**src/hw/rtl/tilt_pkg.sv**
```systemverilog
// Shared types and constants for the tilt angle block.
// Holds the item structs, CORDIC widths and the micro-rotation angle table.
// No dependencies.
`default_nettype none

package tilt_pkg;

  // Input and result field widths
  localparam int ACCEL_W = 16;
  localparam int ANGLE_W = 17;

  // CORDIC sizing: operands are 17-bit after negation and are scaled by 2^16.
  localparam int OPD_W      = ACCEL_W + 1;
  localparam int FRAC_W     = 16;
  localparam int DP_W       = OPD_W + FRAC_W + 3;
  localparam int ACC_W      = 26;
  localparam int ATAN_LEN   = 24;
  localparam int CORDIC_STEPS = 16;
  localparam int STEPS      = (CORDIC_STEPS > ATAN_LEN) ? ATAN_LEN : CORDIC_STEPS;

  // Angle constants, accumulator in 2^-16 degree, result in 2^-8 degree
  localparam logic signed [ACC_W-1:0] QUARTER_TURN = 26'sd5898240;
  localparam logic signed [ACC_W-9:0] FULL_TURN    = 18'sd92160;
  localparam logic signed [ACC_W-1:0] ROUND_HALF   = 26'sd128;

  // atan(2^-i) in degrees times 2^16, rounded
  localparam logic signed [ACC_W-1:0] ATAN_TAB [ATAN_LEN] = '{
    26'sd2949120, 26'sd1740967, 26'sd919879, 26'sd466945,
    26'sd234379,  26'sd117305,  26'sd58666,  26'sd29335,
    26'sd14668,   26'sd7334,    26'sd3667,   26'sd1833,
    26'sd917,     26'sd458,     26'sd229,    26'sd115,
    26'sd57,      26'sd29,      26'sd14,     26'sd7,
    26'sd4,       26'sd2,       26'sd1,      26'sd0
  };

  typedef struct packed {
    logic signed [ACCEL_W-1:0] accel_x;
    logic signed [ACCEL_W-1:0] accel_y;
    logic signed [ACCEL_W-1:0] accel_z;
  } tilt_sample_t;

  typedef struct packed {
    logic [ANGLE_W-1:0] roll_deg;
    logic [ANGLE_W-1:0] pitch_deg;
  } tilt_angle_t;

  // What one lane hands to the merge stage
  typedef struct packed {
    logic                    zero;
    logic signed [ACC_W-1:0] acc;
  } tilt_lane_res_t;

  // Pipeline control toward the merge stage
  typedef struct packed {
    logic advance;
    logic last_valid;
  } tilt_ctl_t;

endpackage

`default_nettype wire

```
**src/hw/rtl/tilt_merge.sv**
```systemverilog
// Merge stage: rounds both lane accumulators to 1/256 degree, wraps into
// [0,360) and holds the result item in the output register. Depends on tilt_pkg.
`default_nettype none

module tilt_merge (
  input  logic                      clk,
  input  logic                      rst,
  input  tilt_pkg::tilt_ctl_t       ctl,
  input  tilt_pkg::tilt_lane_res_t  roll_res,
  input  tilt_pkg::tilt_lane_res_t  pitch_res,
  output logic                      angle_valid,
  output tilt_pkg::tilt_angle_t     angle
);
  import tilt_pkg::*;

  // Round half up, drop 8 bits, add a full turn to negative angles; a zero vector gives 0
  function automatic logic [ANGLE_W-1:0] round_wrap(input tilt_lane_res_t r);
    logic signed [ACC_W-1:0] rnd;
    logic signed [ACC_W-9:0] q;
    logic signed [ACC_W-9:0] w;
    rnd = r.acc + ROUND_HALF;
    q   = rnd[ACC_W-1:8];
    w   = q[ACC_W-9] ? (q + FULL_TURN) : q;
    if (r.zero) begin
      w = '0;
    end
    return w[ANGLE_W-1:0];
  endfunction

  // Output valid: load from the last stage whenever the pipe advances
  always_ff @(posedge clk) begin
    if (rst) begin
      angle_valid <= 1'b0;
    end else if (ctl.advance) begin
      angle_valid <= ctl.last_valid;
    end
  end

  // Output payload
  always_ff @(posedge clk) begin
    if (ctl.advance && ctl.last_valid) begin
      angle.roll_deg  <= round_wrap(roll_res);
      angle.pitch_deg <= round_wrap(pitch_res);
    end
  end

endmodule

`default_nettype wire

```
**config.mk**
```make
export PLATFORM = sky130hd
export DESIGN_NAME = tilt_merge
export DESIGN_NICKNAME = d
export VERILOG_FILES = /design/src/hw/rtl/tilt_pkg.sv /design/src/hw/rtl/tilt_merge.sv
export SDC_FILE = /design/constraint.sdc
export NUM_CORES = 1
export LEC_CHECK = 0
export ABC_AREA = 0
export BUFFER_PORTS_ARGS = -buffer_cell sky130_fd_sc_hd__buf_2
export CAP_MARGIN = 30
export CORE_MARGIN = 5
export CORE_UTILIZATION = 35
export CTS_CLUSTER_SIZE = 25
export DETAILED_ROUTE_END_ITERATION = 10
export MAX_ROUTING_LAYER = met4
export SYNTH_ARGS = -nofsm -noshare
export SYNTH_HDL_FRONTEND = slang
export SYNTH_SLANG_ARGS = --single-unit
```
**constraint.sdc**
```tcl
create_clock -name clk -period 3.6 [get_ports clk]
set_input_delay 0.36 -clock clk [delete_from_list [all_inputs] [get_ports clk]]
set_output_delay 0.36 -clock clk [all_outputs]
set_load 0.01 [all_outputs]
```
==> impl_metrics.env, run 1 <==
export IMPL_place_hpwl_um=4260
export IMPL_layout_drive_gt1_share=0.304
export IMPL_hold_viol=0
export IMPL_coreArea_sq_um=6280
export IMPL_clock_latency_ps=280
export IMPL_ys_ff_latch=35
export IMPL_cts_buffers=5
export IMPL_wirelength_um=5380
export IMPL_antenna_found_initial=0
export IMPL_syn_area_sq_um=2240
export IMPL_startpoint_type="input port"
export IMPL_hold_buffers=0
export IMPL_crit_path_max_fanout=6
export IMPL_skew_ps=0
export IMPL_grt_usage=0.139
export IMPL_avgSynthCellArea_sq_um=9.96
export IMPL_crit_type="in -> reg"
export IMPL_layout_setup_ws_ps=1420
export IMPL_period_minus_slack_ps=2180
export IMPL_end_kind="flop"
export IMPL_grt_pass1_vias=1981
export IMPL_synth_xor_area_share=0.145
export IMPL_io_buffers=78
export IMPL_viasPerCell=5.07
export IMPL_drt_iter0_drc=51
export IMPL_die_height_um=90.0
export IMPL_p_per_area_nw_per_um2=336
export IMPL_hold_path_class="in -> reg"
export IMPL_die_area_sq_um=8100
export IMPL_dpl_cell_area_sq_um=2710
export IMPL_cts_path_max_buffers=2
export IMPL_postRouteAntennaNets=0
export IMPL_finalSetupTns_ps=0
export IMPL_synth_area_leaders="edfxtp_1 (46%), xnor2_1 (8.2%), nor2_1 (6.5%), xor2_1 (6.3%), nand4_1 (3.6%)"
export IMPL_synth_compound_area_frac=0.0821
export IMPL_synth_edf_count=34
export IMPL_syn_nets=285
export IMPL_synthFlopType="edfxtp_1"
export IMPL_ctsResizeCount=0
export IMPL_yosys_area_share_adder=0.0112
export IMPL_p_leak_nw=1.02
export IMPL_cts_sinks=35
export IMPL_yosysTopAreaCell="edfxtp_1"
export IMPL_synth_async_sr_flop_share=0
export IMPL_run_status="completed"
export IMPL_design_area_sq_um=2790
export IMPL_final_setup_viol_count=0
export IMPL_max_slew_margin=0.531
export IMPL_remaining_drc_errors=0
export IMPL_wire_per_inst_um=14.0
export IMPL_grt_max_degree=36
export IMPL_die_w_um=90.0
export IMPL_cts_setup_buffers=0
export IMPL_dr_pass1_iters=4
export IMPL_crit_arrival_ps=2200
export IMPL_ys_warn_count=0
export IMPL_cts_htree_levels=2
export IMPL_fin_crit_sh=0.604
export IMPL_synth_top_area_frac=0.456
export IMPL_synth_most_common_cell="nor2_1"
export IMPL_fmax_mhz=460
export IMPL_io_pins=93
export IMPL_muxShareOfSynthArea=0.00503
export IMPL_cap_violations=0
export IMPL_required_ps=3630
export IMPL_tightest_slew_ps=698
export IMPL_grt_remaining_overflow=0
export IMPL_n_antenna_cell=0
export IMPL_yosys_cell_types_count=42
export IMPL_grt_pass1_wl_um=9080
export IMPL_rows=29
export IMPL_pre_cts_slack_ps=1130
export IMPL_synth_commonest_cells="nor2_1 (39), edfxtp_1 (34), xnor2_1 (21), xor2_1 (16), nand4_1 (13)"
export IMPL_start_util=0.357
export IMPL_cts_tree="yes"
export IMPL_clock_root_buffer="clkbuf_8"
export IMPL_fin_nets=365
export IMPL_synth_top_family_by_area="simple AND/OR/NAND/NOR gates"
export IMPL_slew_viol_final=0
export IMPL_area_growth_pct=24.3
export IMPL_rsz0062_at_grt="no"
export IMPL_synthSimpleGateAreaFrac=0.266
export IMPL_gp_congestion=0.838
export IMPL_dr_total_vias=1942
export IMPL_clk_pin_slew_ps=70
export IMPL_synthCells=225
export IMPL_ys_seq_area_frac=0.465
export IMPL_ir_worst_vdd_mv=0.120
==> final timing paths <==
| check | start | to | slack [ps] | depth (start not counted) |
|---|---|---|---|---|
| setup / recovery | pitch_res[8] | angle[16]$_SDFFCE_PP0P_ | 1420 | 8 |
| hold / removal | rst | angle_valid$_SDFFE_PP0P_ | 230 | 2 |
| setup reg to reg | angle_valid$_SDFFE_PP0P_ | angle_valid$_SDFFE_PP0P_ | 3010 | 2 |
| hold reg to reg | angle_valid$_SDFFE_PP0P_ | angle_valid$_SDFFE_PP0P_ | 500 | 2 |
==> state kept, by name, indices dropped and copies added, names as in the netlist <==
signal and count:
angle_valid 1, angle 34
==> critical path, cell delays in order <==
cell and delay [ps]:
buf_2 120, ha_1 210, and4_1 330, nand3_1 120
xor2_1 400, o211ai_2 150, a21oi_1 180, mux2_1 330
==> cell type report <==
type / instances / area, sq um
repair buffers: 80 / 405
multi-input cells: 177 / 1140
well taps: 77 / 96.3
flip-flops and latches: 35 / 1040
fillers: 647 / 3490
clock buffers: 6 / 72.6
inverters: 6 / 22.5
clock inverters: 2 / 7.51
==> stage by stage <==
| stage | instances | total power [mW] | hold WS (ps) | util |
|---|---|---|---|---|
| finish | 383 | 0.935 | 226 | 0.444 |
| global route | 383 | 0.989 | 205 | 0.444 |
| CTS | 383 | 0.952 | 214 | 0.444 |
| detailed placement | 375 | 0.677 | 504 | 0.431 |
| global placement | 375 | 0.674 | 469 | 0.431 |
| floorplan | 225 | 0.592 | 432 | - |
==> logic make-up (layout without fill, tap and decap cells) <==
kind of cell / Yosys count / after routing
flip-flops: 35 / 35
AO/OA/AOI/OAI: 27 / 27
multiplexers: 1 / 1
AND/OR/NAND/NOR: 110 / 110
adder cells (fa/ha/maj): 2 / 2
buffers and inverters: 13 / 94
XOR/XNOR: 37 / 37
==> power breakdown <==
part | switching [mW] | total [mW] | internal, mW
combinational | 0.105 | 0.179 | 0.0733
clock | 0.138 | 0.270 | 0.132
sequential | 0.00649 | 0.486 | 0.480
==> placed cells by master, fill, tap and decap left out, types with 3 or more instances in the layout <==
cell type  count
nor2b_1        3
and4_1         4
nor2_1        39
or3_1          5
a21oi_1        7
nand2_1        9
o21ai_0        3
a31oi_1        3
xor2_1        16
nand4_1       13
xnor2_1       21
and3_1         6
nor4_1         4
clkbuf_8       5
edfxtp_1      34
nand3_1       12
buf_2         78
inv_1          6
nor3_1         5
==> metal layers <==
layer  wire (um)  track usage  share of wire
met3         351       0.0384          0.065
met2        2720        0.242           0.51
met1        2270        0.155           0.42
met5           0            -              0
met4          39       0.0385         0.0072
(Power assumes the default switching activity.)
==> run 2: changes to the inputs <==
==> constraint.sdc (replaced) <==
create_clock -name clk -period 2.1 [get_ports clk]
set_input_delay 0.21 -clock clk [delete_from_list [all_inputs] [get_ports clk]]
set_output_delay 0.21 -clock clk [all_outputs]
set_load 0.01 [all_outputs]
==> run 2 against run 1 <==
Compared with the run above:
- core utilization up 2.3 points
- first-iteration DRC count grew 67%
- sequential cell count stayed put
- highest routed layer unchanged
==> impl_metrics.env, run 2 (same netlist as run 1, synthesis figures left out) <==
export IMPL_run_status="completed"
export IMPL_dr_pass1_iters=4
export IMPL_reg_top3="angle x34, angle_valid x1"
export IMPL_end_kind="flop"
export IMPL_fin_nets=384
export IMPL_grt_pass1_vias=1949
export IMPL_hold_path_class="in -> reg"
export IMPL_layout_commonest_cell="buf_2"
export IMPL_die_height_um=90.0
export IMPL_cts_path_max_buffers=2
export IMPL_p_int_mw=1.19
export IMPL_coreArea_sq_um=6280
export IMPL_clk_pin_slew_ps=80
export IMPL_layout_common_cells="buf_2 (78), nor2_1 (39), edfxtp_1 (34)"
export IMPL_postRouteAntennaNets=0
export IMPL_grt_usage=0.138
export IMPL_p_switching_mw=0.449
export IMPL_crit_path_max_fanout=4
export IMPL_nFillCells=621
export IMPL_cts_tree="yes"
export IMPL_die_area_sq_um=8100
export IMPL_holdWs_ps=66.7
export IMPL_final_setup_viol_count=0
export IMPL_stdcell_count=402
export IMPL_hold_buffers=0
export IMPL_seqPwrFrac=0.508
export IMPL_grt_pass1_wl_um=8970
export IMPL_p_sw_frac=0.274
export IMPL_fmax_mhz=559
export IMPL_reg2reg_from="angle_valid$_SDFFE_PP0P_"
export IMPL_required_ps=2140
export IMPL_wire_per_inst_um=13.5
export IMPL_crit_arrival_ps=1830
export IMPL_die_w_um=90.0
export IMPL_hold_viol=0
export IMPL_min_from="rst"
export IMPL_drt_iter0_drc=85
export IMPL_cp_startpoint="pitch_res[7]"
export IMPL_cts_htree_levels=2
export IMPL_wirelength_um=5450
export IMPL_rows=29
export IMPL_period_minus_slack_ps=1790
export IMPL_top_register="angle"
export IMPL_combPwrFrac=0.199
export IMPL_io_buffers=78
export IMPL_grt_remaining_overflow=0
export IMPL_max_slew_margin=0.699
export IMPL_clock_power_share=0.293
export IMPL_viasPerCell=5.04
export IMPL_p_per_area_nw_per_um2=560
export IMPL_gp_congestion=0.839
export IMPL_place_hpwl_um=4290
export IMPL_clock_root_buffer="clkbuf_8"
export IMPL_tightest_slew_ps=452
export IMPL_startpoint_type="input port"
export IMPL_fin_crit_sh=0.853
export IMPL_grt_max_degree=36
export IMPL_ctsResizeCount=0
export IMPL_dr_total_vias=2028
export IMPL_layout_setup_ws_ps=310
export IMPL_io_pins=93
export IMPL_remaining_drc_errors=0
export IMPL_clock_latency_ps=290
export IMPL_p_leak_nw=1.12
export IMPL_cts_setup_buffers=0
export IMPL_rsz0062_at_grt="no"
export IMPL_layout_drive_gt1_share=0.354
export IMPL_slew_viol_final=0
export IMPL_cts_buffers=5
export IMPL_dp_cells=394
export IMPL_final_util=0.467
export IMPL_ir_worst_vdd_mv=0.249
export IMPL_cts_sinks=35
export IMPL_antenna_found_initial=0
export IMPL_area_growth_pct=30.9
export IMPL_start_util=0.357
export IMPL_n_antenna_cell=0
export IMPL_crit_type="in -> reg"
export IMPL_skew_ps=0
export IMPL_pre_cts_slack_ps=-26.0
export IMPL_largest_register_ffs=34
export IMPL_cap_violations=0
run 2: power groups by stage:
stage          Clock, mW  Sequential [mW]  Combinational [mW]
6_report           0.481            0.833               0.327
3_3_place_gp           0            0.849               0.328
3_5_place_dp           0            0.849               0.332
2_1_floorplan          0            0.878               0.137
5_1_grt            0.529            0.839               0.362
4_1_cts            0.498            0.834               0.332
run 2: metal layers:
layer	part of all wire	routed length [um]	GRT usage
met5	0	0	-
met4	0.011	61	0.0397
met3	0.073	395	0.0417
met2	0.50	2750	0.245
met1	0.41	2240	0.148
run 2: worst paths after layout:
path,to,slack [ps],cells past startpoint
worst max-delay path,angle[16]$_SDFFCE_PP0P_,310,8
worst min-delay path,angle_valid$_SDFFE_PP0P_,70,2
worst min register to register,angle_valid$_SDFFE_PP0P_,500,2
worst max register to register,angle_valid$_SDFFE_PP0P_,1510,2
run 2: final cells by class:
type / instances / area [sq um] / share of cell area
Multi-Input combinational cell: 177 / 1140 / 0.389
Sequential cell: 35 / 1040 / 0.355
Timing Repair Buffer: 99 / 548 / 0.187
Tap cell: 77 / 96.3 / 0.0328
Clock buffer: 5 / 68.8 / 0.0235
Inverter: 6 / 22.5 / 0.00768
Clock inverter: 3 / 15.0 / 0.00512
run 2: through the flow:
stage,power [mW],TNS [ps],instance area [sq um]
detailed placement,1.18,-26.0,2850
floorplan,1.01,0,2240
global placement,1.18,-4.92,2850
CTS,1.66,0,2930
finish,1.64,0,2930
global route,1.73,0,2930
run 2: worst max-delay path, cell delays in order:
cell     delay, ps
buf_2          100
ha_1           160
and4_1         270
nand3_1        130
nor4b_2        370
nor2_1         110
a21oi_1        150
mux2_1         330
